===== src/hw/rtl/kmlp_pkg.sv =====
// ----------------------------------------------------------------------------
// kmlp_pkg
// Shared types, character codes and helpers for the keyboard macro line parser.
// ----------------------------------------------------------------------------
package kmlp_pkg;

  // Field widths of the byte stream and the command stream.
  localparam int unsigned ByteW   = 8;
  localparam int unsigned ActionW = 2;
  localparam int unsigned CodeW   = 16;
  localparam int unsigned NibW    = 4;

  // Packed data widths, rounded up to whole bytes.
  localparam int unsigned InDataW  = ByteW;
  localparam int unsigned OutFldW  = ActionW + CodeW;
  localparam int unsigned OutDataW = ((OutFldW + 7) / 8) * 8;

  // Default limit on hex digits in one line.
  localparam int unsigned MaxDigitsDefault = 8;

  // Characters that steer the parser.
  localparam logic [ByteW-1:0] ChPress   = 8'h70;  // 'p'
  localparam logic [ByteW-1:0] ChRelease = 8'h72;  // 'r'
  localparam logic [ByteW-1:0] ChDelay   = 8'h74;  // 't'
  localparam logic [ByteW-1:0] ChComma   = 8'h2C;  // ','
  localparam logic [ByteW-1:0] ChNewline = 8'h0A;  // '\n'

  // Command selected by the script; none until a letter is seen.
  typedef enum logic [1:0] {
    KIND_NONE    = 2'd0,
    KIND_PRESS   = 2'd1,
    KIND_RELEASE = 2'd2,
    KIND_DELAY   = 2'd3
  } kind_e;

  // Action code carried on the output stream.
  typedef enum logic [ActionW-1:0] {
    ACT_PRESS   = 2'd0,
    ACT_RELEASE = 2'd1,
    ACT_DELAY   = 2'd2
  } action_e;

  // Decoded view of one script byte.
  typedef struct packed {
    logic            is_hex;
    logic [NibW-1:0] nib;
  } hex_t;

  // Turn an ASCII hex digit into its nibble value.
  function automatic hex_t hex_decode(logic [ByteW-1:0] b);
    hex_t r;
    r.is_hex = 1'b0;
    r.nib    = '0;
    if (b >= 8'h30 && b <= 8'h39) begin
      r.is_hex = 1'b1;
      r.nib    = NibW'(b - 8'h30);
    end else if (b >= 8'h61 && b <= 8'h66) begin
      r.is_hex = 1'b1;
      r.nib    = NibW'(b - 8'h57);
    end else if (b >= 8'h41 && b <= 8'h46) begin
      r.is_hex = 1'b1;
      r.nib    = NibW'(b - 8'h37);
    end
    return r;
  endfunction

  // Map a selected command to the action code that is issued.
  function automatic action_e kind_to_action(kind_e k);
    action_e a;
    case (k)
      KIND_RELEASE: a = ACT_RELEASE;
      KIND_DELAY:   a = ACT_DELAY;
      default:      a = ACT_PRESS;
    endcase
    return a;
  endfunction

endpackage


===== src/hw/rtl/key_macro_line_parser.sv =====
// ----------------------------------------------------------------------------
// key_macro_line_parser
// Parses a keyboard macro script, one byte per word, into press, release and
// delay commands with a 16-bit code.
// ----------------------------------------------------------------------------
// The block takes one script byte per cycle and issues at most one command
// per byte, and the command is issued in the cycle after the byte is taken.
// The rate is one byte per cycle, set by the single parse step between the
// input handshake and the output register, which keeps accepting bytes as
// long as the output register is empty or being drained in the same cycle.
// Letters p, r and t pick the command, a comma is ignored, hex digits shift
// into the code, and a newline or a tlast byte that is no letter or comma
// issues the command. Lines with more than MAX_DIGITS hex digits are dropped.
module key_macro_line_parser #(
  parameter int unsigned MAX_DIGITS = kmlp_pkg::MaxDigitsDefault
) (
  input  logic                          clk_i,
  input  logic                          rst_ni,
  // Script byte stream.
  input  logic                          s_axis_tvalid,
  output logic                          s_axis_tready,
  input  logic [kmlp_pkg::InDataW-1:0]  s_axis_tdata,   // [7:0] script_byte
  input  logic                          s_axis_tlast,   // end_of_script
  // Command stream.
  output logic                          m_axis_tvalid,
  input  logic                          m_axis_tready,
  output logic [kmlp_pkg::OutDataW-1:0] m_axis_tdata    // [1:0] action, [17:2] code
);

  localparam int unsigned CntW = $clog2(MAX_DIGITS + 1);
  localparam logic [CntW-1:0] CntMax = CntW'(MAX_DIGITS);

  // Parser state.
  kmlp_pkg::kind_e                 kind_q, kind_d;
  logic [kmlp_pkg::CodeW-1:0]      hex_q, hex_d;
  logic [CntW-1:0]                 cnt_q, cnt_d;
  logic                            skip_q, skip_d;

  // Output register.
  logic                            out_valid_q, out_valid_d;
  kmlp_pkg::action_e               out_action_q, out_action_d;
  logic [kmlp_pkg::CodeW-1:0]      out_code_q, out_code_d;

  logic                            accept;
  logic                            emit;
  logic [kmlp_pkg::ByteW-1:0]      byte_in;
  kmlp_pkg::hex_t                  dec;
  logic                            full;
  logic [kmlp_pkg::CodeW-1:0]      hex_shift;

  assign s_axis_tready = !out_valid_q || m_axis_tready;
  assign accept        = s_axis_tvalid && s_axis_tready;
  assign byte_in       = s_axis_tdata[kmlp_pkg::ByteW-1:0];
  assign dec           = kmlp_pkg::hex_decode(byte_in);
  assign full          = (cnt_q >= CntMax);
  assign hex_shift     = {hex_q[kmlp_pkg::CodeW-kmlp_pkg::NibW-1:0], dec.nib};

  // One parse step for the byte on the input.
  always_comb begin
    kind_d = kind_q;
    hex_d  = hex_q;
    cnt_d  = cnt_q;
    skip_d = skip_q;
    emit   = 1'b0;
    out_code_d = hex_q;
    if (accept) begin
      if (skip_q) begin
        // Dropping an over-long line up to its newline.
        if (byte_in == kmlp_pkg::ChNewline) begin
          skip_d = 1'b0;
        end
      end else if (byte_in == kmlp_pkg::ChPress) begin
        kind_d = kmlp_pkg::KIND_PRESS;
      end else if (byte_in == kmlp_pkg::ChRelease) begin
        kind_d = kmlp_pkg::KIND_RELEASE;
      end else if (byte_in == kmlp_pkg::ChDelay) begin
        kind_d = kmlp_pkg::KIND_DELAY;
      end else if (byte_in == kmlp_pkg::ChComma) begin
        // A comma only separates fields.
      end else if (dec.is_hex) begin
        if (full) begin
          // Too many digits: the line is dropped.
          skip_d = 1'b1;
          hex_d  = '0;
          cnt_d  = '0;
        end else begin
          hex_d = hex_shift;
          cnt_d = cnt_q + 1'b1;
          // A digit in the last byte completes the line at once.
          if (s_axis_tlast) begin
            emit       = (kind_q != kmlp_pkg::KIND_NONE);
            out_code_d = hex_shift;
            hex_d      = '0;
            cnt_d      = '0;
          end
        end
      end else if (byte_in == kmlp_pkg::ChNewline || s_axis_tlast) begin
        // End of line issues the pending command.
        emit  = (kind_q != kmlp_pkg::KIND_NONE);
        hex_d = '0;
        cnt_d = '0;
      end
      // The end of the script clears everything but the command.
      if (s_axis_tlast) begin
        hex_d  = '0;
        cnt_d  = '0;
        skip_d = 1'b0;
      end
    end
  end

  // Output register with load on issue and clear on drain.
  always_comb begin
    out_valid_d  = out_valid_q;
    out_action_d = kmlp_pkg::kind_to_action(kind_q);
    if (m_axis_tready) begin
      out_valid_d = 1'b0;
    end
    if (emit) begin
      out_valid_d = 1'b1;
    end
  end

  // Control state registers.
  always_ff @(posedge clk_i or negedge rst_ni) begin
    if (!rst_ni) begin
      kind_q      <= kmlp_pkg::KIND_NONE;
      hex_q       <= '0;
      cnt_q       <= '0;
      skip_q      <= 1'b0;
      out_valid_q <= 1'b0;
    end else begin
      kind_q      <= kind_d;
      hex_q       <= hex_d;
      cnt_q       <= cnt_d;
      skip_q      <= skip_d;
      out_valid_q <= out_valid_d;
    end
  end

  // Result payload, loaded only when a command is issued.
  always_ff @(posedge clk_i) begin
    if (emit) begin
      out_action_q <= out_action_d;
      out_code_q   <= out_code_d;
    end
  end

  assign m_axis_tvalid = out_valid_q;
  assign m_axis_tdata  = {{(kmlp_pkg::OutDataW - kmlp_pkg::OutFldW){1'b0}},
                          out_code_q, out_action_q};

`ifndef SYNTHESIS
  // The digit count never passes the line limit.
  a_cnt_limit: assert property (@(posedge clk_i) disable iff (!rst_ni)
    cnt_q <= CntMax)
    else $error("digit count above limit");

  // While a line is dropped no digits are held.
  a_skip_clear: assert property (@(posedge clk_i) disable iff (!rst_ni)
    skip_q |-> (cnt_q == '0 && hex_q == '0))
    else $error("digits held while dropping a line");

  // A new command only appears after a byte was taken.
  a_out_cause: assert property (@(posedge clk_i) disable iff (!rst_ni)
    $rose(out_valid_q) |-> $past(accept))
    else $error("command issued without an input byte");

  // A byte taken while dropping a line issues nothing.
  a_skip_silent: assert property (@(posedge clk_i) disable iff (!rst_ni)
    (accept && skip_q) |-> !emit)
    else $error("command issued from a dropped line");
`endif

endmodule


===== config.mk =====
export PLATFORM = sky130hd
export DESIGN_NAME = key_macro_line_parser
export DESIGN_NICKNAME = d
export VERILOG_FILES = /design/src/hw/rtl/kmlp_pkg.sv /design/src/hw/rtl/key_macro_line_parser.sv
export SDC_FILE = /design/constraint.sdc
export NUM_CORES = 1
export LEC_CHECK = 0
export BUFFER_PORTS_ARGS = -buffer_cell sky130_fd_sc_hd__buf_4
export CORE_MARGIN = 2
export CORE_UTILIZATION = 51
export CTS_BUF_LIST = sky130_fd_sc_hd__clkbuf_8
export DETAILED_ROUTE_END_ITERATION = 12
export GPL_ROUTABILITY_DRIVEN = 0
export MAX_ROUTING_LAYER = met4
export PLACE_DENSITY = 0.71
export SYNTH_ARGS = -nofsm -noshare
export SYNTH_HDL_FRONTEND = slang
export SYNTH_SLANG_ARGS = --single-unit

===== constraint.sdc =====
create_clock -name clk_i -period 3.7 [get_ports clk_i]
set_clock_uncertainty 0.05 [all_clocks]
set_input_delay 0.185 -clock clk_i [delete_from_list [all_inputs] [get_ports clk_i]]
set_output_delay 0.185 -clock clk_i [all_outputs]
set_load 0.01 [all_outputs]

==> results of run 1 <==
## logic make-up after synthesis
family | after synthesis | share of synthesized area [%]
DFF | 42 | 53.6
AOI/OAI and AO/OA | 38 | 15.5
and+or+nand+nor | 36 | 11.9
muxes | 17 | 8.99
buffers and inverters | 16 | 5.29
adders and majority gates | 7 | 4.11
other | 1 | 0.176
xor gates and xnor gates | 1 | 0.411
## final timing paths
check / to / slack, ns / depth (start not counted) / from
min in group asynchronous: hex_q[15]$_DFFE_PN0P_ / 0.28 / 2 / rst_ni
worst min register to register: hex_q[15]$_DFFE_PN0P_ / 0.46 / 1 / hex_q[15]$_DFFE_PN0P_
worst max register to register: out_code_q[8]$_DFFE_PP_ / 1.40 / 5 / m_axis_tvalid$_DFFE_PN0P_
worst min-delay path: hex_q[3]$_DFFE_PN0P_ / 0.11 / 2 / s_axis_tlast
worst max-delay path: out_code_q[8]$_DFFE_PP_ / 1.24 / 8 / s_axis_tdata[0]
max in group asynchronous: hex_q[5]$_DFFE_PN0P_ / 3.08 / 2 / rst_ni
## power by group
group | internal (mW) | total (mW) | switching (mW)
clock | 0.195 | 0.343 | 0.148
combinational | 0.0449 | 0.107 | 0.0620
sequential | 0.503 | 0.511 | 0.00810
total | 0.743 | 0.961 | 0.218
## per-layer routing
| layer | GRT usage (%) | share of wire, % | up-vias |
|---|---|---|---|
| met1 | 22.3 | 45 | 655 |
| met2 | 30.3 | 50 | 32 |
| met5 | - | 0 | - |
| met3 | 2.92 | 3.8 | 5 |
| li1 | - | - | 655 |
| met4 | 8.25 | 1.6 | 0 |
## registers in the layout, indices dropped and copies added (netlist names)
register / count
hex_q: 16
skip_q: 1
cnt_q: 4
out_action_q: 2
m_axis_tvalid: 1
kind_q: 2
out_code_q: 16
## Yosys cell counts, types with 2 or more instances
cell type                  count
sky130_fd_sc_hd__nor3b_1       3
sky130_fd_sc_hd__buf_6         4
sky130_fd_sc_hd__nor4_1        2
sky130_fd_sc_hd__nand2_1       5
sky130_fd_sc_hd__nand2b_1      5
sky130_fd_sc_hd__nor2_1        3
sky130_fd_sc_hd__nand4_1       2
sky130_fd_sc_hd__a31oi_1       2
sky130_fd_sc_hd__inv_1         6
sky130_fd_sc_hd__a22o_1       18
sky130_fd_sc_hd__nor2b_1       3
sky130_fd_sc_hd__o21ai_0       4
sky130_fd_sc_hd__edfxtp_1     18
sky130_fd_sc_hd__dfrtp_1      24
sky130_fd_sc_hd__and3_1        3
sky130_fd_sc_hd__ha_1          7
sky130_fd_sc_hd__buf_4         6
sky130_fd_sc_hd__o21a_1        2
sky130_fd_sc_hd__o21ai_1       2
sky130_fd_sc_hd__mux2_2        2
sky130_fd_sc_hd__mux2_1       15
## final cells by class
| cell class | instances | area (um^2) | area share (%) |
|---|---|---|---|
| clock buffer | 5 | 68.8 | 2.77 |
| multi-input combinational | 105 | 901 | 36.2 |
| tap | 50 | 62.6 | 2.52 |
| sequential | 42 | 1140 | 45.9 |
| timing repair buffer | 34 | 258 | 10.4 |
| clock inverter | 2 | 33.8 | 1.36 |
| inverter | 6 | 22.5 | 0.905 |
## what timing repair did
action,in CTS,in global routing
hold endpoints to repair,24,0
buffers inserted,0,0
hold buffers,1,0
## worst max-delay path, stage by stage
cell	delay (ns)
sky130_fd_sc_hd__buf_4	0.12
sky130_fd_sc_hd__inv_1	0.12
sky130_fd_sc_hd__ha_1	0.19
sky130_fd_sc_hd__o21bai_1	0.11
sky130_fd_sc_hd__a2111oi_4	0.61
sky130_fd_sc_hd__o2111ai_4	0.26
sky130_fd_sc_hd__nor2_4	0.46
sky130_fd_sc_hd__mux2_1	0.38
==> metrics.md, run 1 <==
| Metric | Value |
|---|---|
| Result of the run | `completed` |
| # fillers | `324` |
| Cell area after technology mapping | `2130 um^2` |
| Row cnt | `23` |
| Category of the worst setup path capture point | `flop` |
| Die Wd | `68.6 um` |
| Kind of path behind the tightest hold check | `primary input to flop` |
| Wire length per cell after detailed routing | `15.7 um` |
| Leak Pwr | `roughly 1.1 nW` |
| Number of max-slew violations in the final report | `0` |
| Highest ir drop seen on vdd | `171 uV` |
| H-Tree Depth | `2` |
| Violation count after the first detailed-routing iteration | `130` |
| Async set or reset register ratio after synthesis | `about 57%` |
| Setup TNS | `0 ns` |
| Global Route Usage Sum | `18.4%` |
| Total overflow reported by the global router | `0` |
| Actual slew at the worst max-slew pin | `between 0.6 and 0.7 ns` |
| Number of buffers inserted during clock tree synthesis | `5` |
| Vias in the first global route | `1292` |
| Instance count of the mapped netlist | `158` |
| Average cell area after synthesis | `13.5 um^2` |
| Leading cell type in the layout, fill and taps excluded | `sky130_fd_sc_hd__buf_4` |
| Post-synth EDFFs | `18` |
| Yosys warnings | `0` |
| Fmax | `between 0.4 and 0.5 GHz` |
| Crit path kind | `primary input to flop` |
| # IOs | `39` |
| Largest buffer count on any clock path | `2` |
| Length of the first detailed-routing pass in iterations | `4` |
| Cell type contributing the most total cell area after synthesis | `sky130_fd_sc_hd__dfrtp_1` |
| CTS root buf | `sky130_fd_sc_hd__clkbuf_8` |
| Synthesized flop and latch total | `42` |
| Post-layout util | `62.2%` |
| Final instance count without filler cells | `244` |
| Routed vias | `1347` |
| Wire length of the first global-routing pass | `6080 um` |
| Area of the core region | `between 4000 and 5000 um^2` |
| Top area cells in the synthesized netlist | `sky130_fd_sc_hd__dfrtp_1, sky130_fd_sc_hd__edfxtp_1, sky130_fd_sc_hd__mux2_1` |
| Number of violations of the max-capacitance limit | `0` |
| Post-synthesis sequential area ratio | `53.6%` |
| Final Hold Vio Count | `0` |
| Remaining DRCs | `0` |
| Total power | `between 0.9 and 1 mW` |
| Growth of design area from synthesis to finish | `16.8%` |
| PnR worst setup slack | `1.24 ns` |
| Detailed-route vias per instance | `about 5.5` |
| Starting Density | `53.2%` |
| Worst EP arrival | `2.45 ns` |
| Maximum number of pins on one net before global-route repair | `25` |
| PortBufs | `32` |
| Post-CTS clock slew at the launch and capture registers of the worst setup and hold paths | `around 0.080 ns` |
| Critical Path Source Type | `primary input` |
| Final wirelength | `between 3000 and 4000 um` |
| Ratio of total power to cell area | `387 nW/um^2` |
| Unrepaired setup endpoints after global routing | `false` |
| Antenna Diode Count | `0` |
| Detail Placement HPWL | `around 2700 um` |
| Layout cells sized above 1 | `26.3%` |
| Total number of clock tree sinks | `42` |
| Count of antenna-violating nets left after detailed routing | `0` |
| Crit path required time | `3.69 ns` |
| Placed cell area | `2370 um^2` |
| Critical path fanouts, max | `15` |
| Number of antenna violations at the first check in global routing | `0` |
| Worst Hold Margin | `0.107 ns` |
| Highest-count cells in the layout ignoring fill and taps | `sky130_fd_sc_hd__buf_4, sky130_fd_sc_hd__dfrtp_1, sky130_fd_sc_hd__a22o_1, sky130_fd_sc_hd__edfxtp_1, sky130_fd_sc_hd__mux2_1` |
| Cell Count Post-Placement | `236` |
| Slew margin rel. | `53.9%` |
| Most common flop cell mapped by yosys | `sky130_fd_sc_hd__dfrtp_1` |
| Setup-failing EPs final | `0` |
| Insertion delay to the later sink of the worst-skew pair | `0.29 ns` |
| Die Footprint | `4710 um^2` |
| Overall die height | `68.6 um` |
| Crit share post-route | `66.5%` |
| Post-layout net count | `214` |
| Post-synth top area share | `28.2%` |
| Number of distinct library cell variants in the gate-level netlist after synthesis | `43` |
| Summed area of non-filler cells in the final layout | `2490 um^2` |
| Worst slack after detailed placement | `0.944 ns` |
| Total of cells resized after clock tree synthesis | `0` |
| TritonCTS clock tree | `done` |
| Post-route minimum period | `around 2.5 ns` |
(Power assumes the default switching activity.)
==> run 2: changes to the inputs <==
==> constraint.sdc (replaced) <==
create_clock -name clk_i -period 2.5 [get_ports clk_i]
set_clock_uncertainty 0.05 [all_clocks]
set_input_delay 0.125 -clock clk_i [delete_from_list [all_inputs] [get_ports clk_i]]
set_output_delay 0.125 -clock clk_i [all_outputs]
set_load 0.01 [all_outputs]
==> metrics.md, run 2 (synthesized netlist as in run 1, its figures left out) <==
| Metric | Value |
|---|---|
| Post-layout util | `approximately 64%` |
| Crit share post-route | `82.6%` |
| Maximum number of pins on one net before global-route repair | `25` |
| Number of antenna violations at the first check in global routing | `0` |
| Die Footprint | `roughly 4700 um^2` |
| TritonCTS clock tree | `done` |
| Layout cells sized above 1 | `between 20% and 30%` |
| Number of max-slew violations in the final report | `0` |
| Growth of design area from synthesis to finish | `20.9%` |
| Highest-count cells in the layout ignoring fill and taps | `sky130_fd_sc_hd__buf_4, sky130_fd_sc_hd__dfrtp_1, sky130_fd_sc_hd__a22o_1, sky130_fd_sc_hd__edfxtp_1, sky130_fd_sc_hd__mux2_1` |
| Fmax | `0.484 GHz` |
| Leading cell type in the layout, fill and taps excluded | `sky130_fd_sc_hd__buf_4` |
| Combinational fraction of design power | `11.8%` |
| Routed vias | `approximately 1.4k` |
| Overall die height | `slightly below 70 um` |
| Seq pwr share | `approximately 52%` |
| Max incr delay on CP | `0.38 ns` |
| Critical path fanouts, max | `15` |
| Setup TNS | `0 ns` |
| CTS root buf | `sky130_fd_sc_hd__clkbuf_8` |
| Vias in the first global route | `1420` |
| Post-layout net count | `218` |
| Number of buffers inserted during clock tree synthesis | `5` |
| Switching part of the total | `23.9%` |
| Violation count after the first detailed-routing iteration | `72` |
| Kind of path behind the tightest hold check | `primary input to flop` |
| Global Route Usage Sum | `approximately 20%` |
| PortBufs | `32` |
| Worst EP arrival | `2.06 ns` |
| Ratio of total power to cell area | `about 570 nW/um^2` |
| Worst Hold Margin | `0.0507 ns` |
| Remaining DRCs | `0` |
| Total number of clock tree sinks | `42` |
| Total of cells resized after clock tree synthesis | `0` |
| Insertion delay to the later sink of the worst-skew pair | `0.30 ns` |
| Wire length of the first global-routing pass | `approximately 6700 um` |
| # IOs | `39` |
| Largest buffer count on any clock path | `2` |
| Category of the worst setup path capture point | `flop` |
| Worst path slowest cell | `sky130_fd_sc_hd__dfrtp_1` |
| Total power | `1.47 mW` |
| Largest registers | `hex_q x16, out_code_q x16, cnt_q x4` |
| Leak Pwr | `1.14 nW` |
| Crit path kind | `flop to flop` |
| Area of the core region | `4000 um^2` |
| Row cnt | `23` |
| NetSw | `0.350 mW` |
| Post-CTS clock slew at the launch and capture registers of the worst setup and hold paths | `0.08 ns` |
| Final Hold Vio Count | `0` |
| Starting Density | `a little over half` |
| Setup-failing EPs final | `0` |
| Result of the run | `completed` |
| Length in cells of the worst reg-to-reg path | `6` |
| Actual slew at the worst max-slew pin | `0.546 ns` |
| Ordered cell list for the critical path | `nor2b_1, nor3b_2, o2111ai_4, nor2_4, buf_12, mux2_1` |
| Detail Placement HPWL | `2890 um` |
| H-Tree Depth | `2` |
| Detailed-route vias per instance | `5.70` |
| Die Wd | `68.6 um` |
| Post-route minimum period | `between 2 and 2.5 ns` |
| Unrepaired setup endpoints after global routing | `false` |
| Total overflow reported by the global router | `0` |
| Count of antenna-violating nets left after detailed routing | `0` |
| Number of stages on the worst hold path | `2` |
| Slew margin rel. | `63.3%` |
| Cell internal pwr | `1.12 mW` |
| Part of the total power dissipated in the clock network | `36.7%` |
| Antenna Diode Count | `0` |
| Length of the first detailed-routing pass in iterations | `4` |
| Wire length per cell after detailed routing | `roughly 17 um` |
| Crit path required time | `2.50 ns` |
| Final wirelength | `4180 um` |
| Critical Path Source Type | `flop` |
| Number of violations of the max-capacitance limit | `0` |
| Highest ir drop seen on vdd | `around 310 uV` |
## run 2: changes by cell type in the layout (fill, tap and decap cells not counted), sizes merged
cell / before / now
buf: 33 / 37
inv: 6 / 7
## run 2: worst paths after layout
check | start | endpoint | slack [ns]
max | m_axis_tvalid$_DFFE_PN0P_ | out_code_q[8]$_DFFE_PP_ | 0.44
min | s_axis_tlast | hex_q[3]$_DFFE_PN0P_ | 0.05
max reg2reg | m_axis_tvalid$_DFFE_PN0P_ | out_code_q[8]$_DFFE_PP_ | 0.44
min reg2reg | hex_q[12]$_DFFE_PN0P_ | hex_q[12]$_DFFE_PN0P_ | 0.46
max in group asynchronous | rst_ni | hex_q[12]$_DFFE_PN0P_ | 1.93
min in group asynchronous | rst_ni | hex_q[6]$_DFFE_PN0P_ | 0.22
## run 2: final cells by class
class                      count  area (um^2)
tap                           50         62.6
multi-input combinational    105          910
sequential                    42         1140
timing repair buffer          38          325
inverter                       6         22.5
fill                         312         1430
clock buffer                   5         68.8
clock inverter                 3         43.8
## run 2: stage by stage
| step | cell area (um^2) | cells | worst slack [ns] |
|---|---|---|---|
| after floorplan | 2160 | 163 | 0.187 |
| after global placement | 2450 | 240 | 0.233 |
| after detailed placement | 2450 | 240 | 0.152 |
| after CTS | 2570 | 249 | 0.437 |
| after global routing | 2570 | 249 | 0.334 |
| final | 2570 | 249 | 0.435 |
## run 2: critical path, delay by kind of cell, from the launching register on
family | cells | cell delay (ns)
simple gates | 3 | 0.69
flops | 1 | 0.38
mux | 1 | 0.33
compound gates | 1 | 0.20
buf+inv | 1 | 0.16
## run 2: layer usage
| metal | GRT usage, % | wire, um |
|---|---|---|
| met1 | 24.0 | 1820 |
| met2 | 33.5 | 2110 |
| met3 | 4.38 | 150 |
| met4 | 9.75 | 95 |
| met5 | - | 0 |
## run 2: power by group through the flow
stage               Clock (mW)  Sequential [mW]  Combinational, mW
floorplan                    0            0.777             0.0919
global route             0.585            0.760              0.188
detailed placement           0            0.771              0.172
finish                   0.538            0.756              0.173
CTS                      0.551            0.756              0.174
global placement             0            0.770              0.165
## run 2: timing repair
action	4_1_cts	5_1_grt
hold buffers	1	0
endpoints found under the hold margin	24	0
setup buffers	0	0
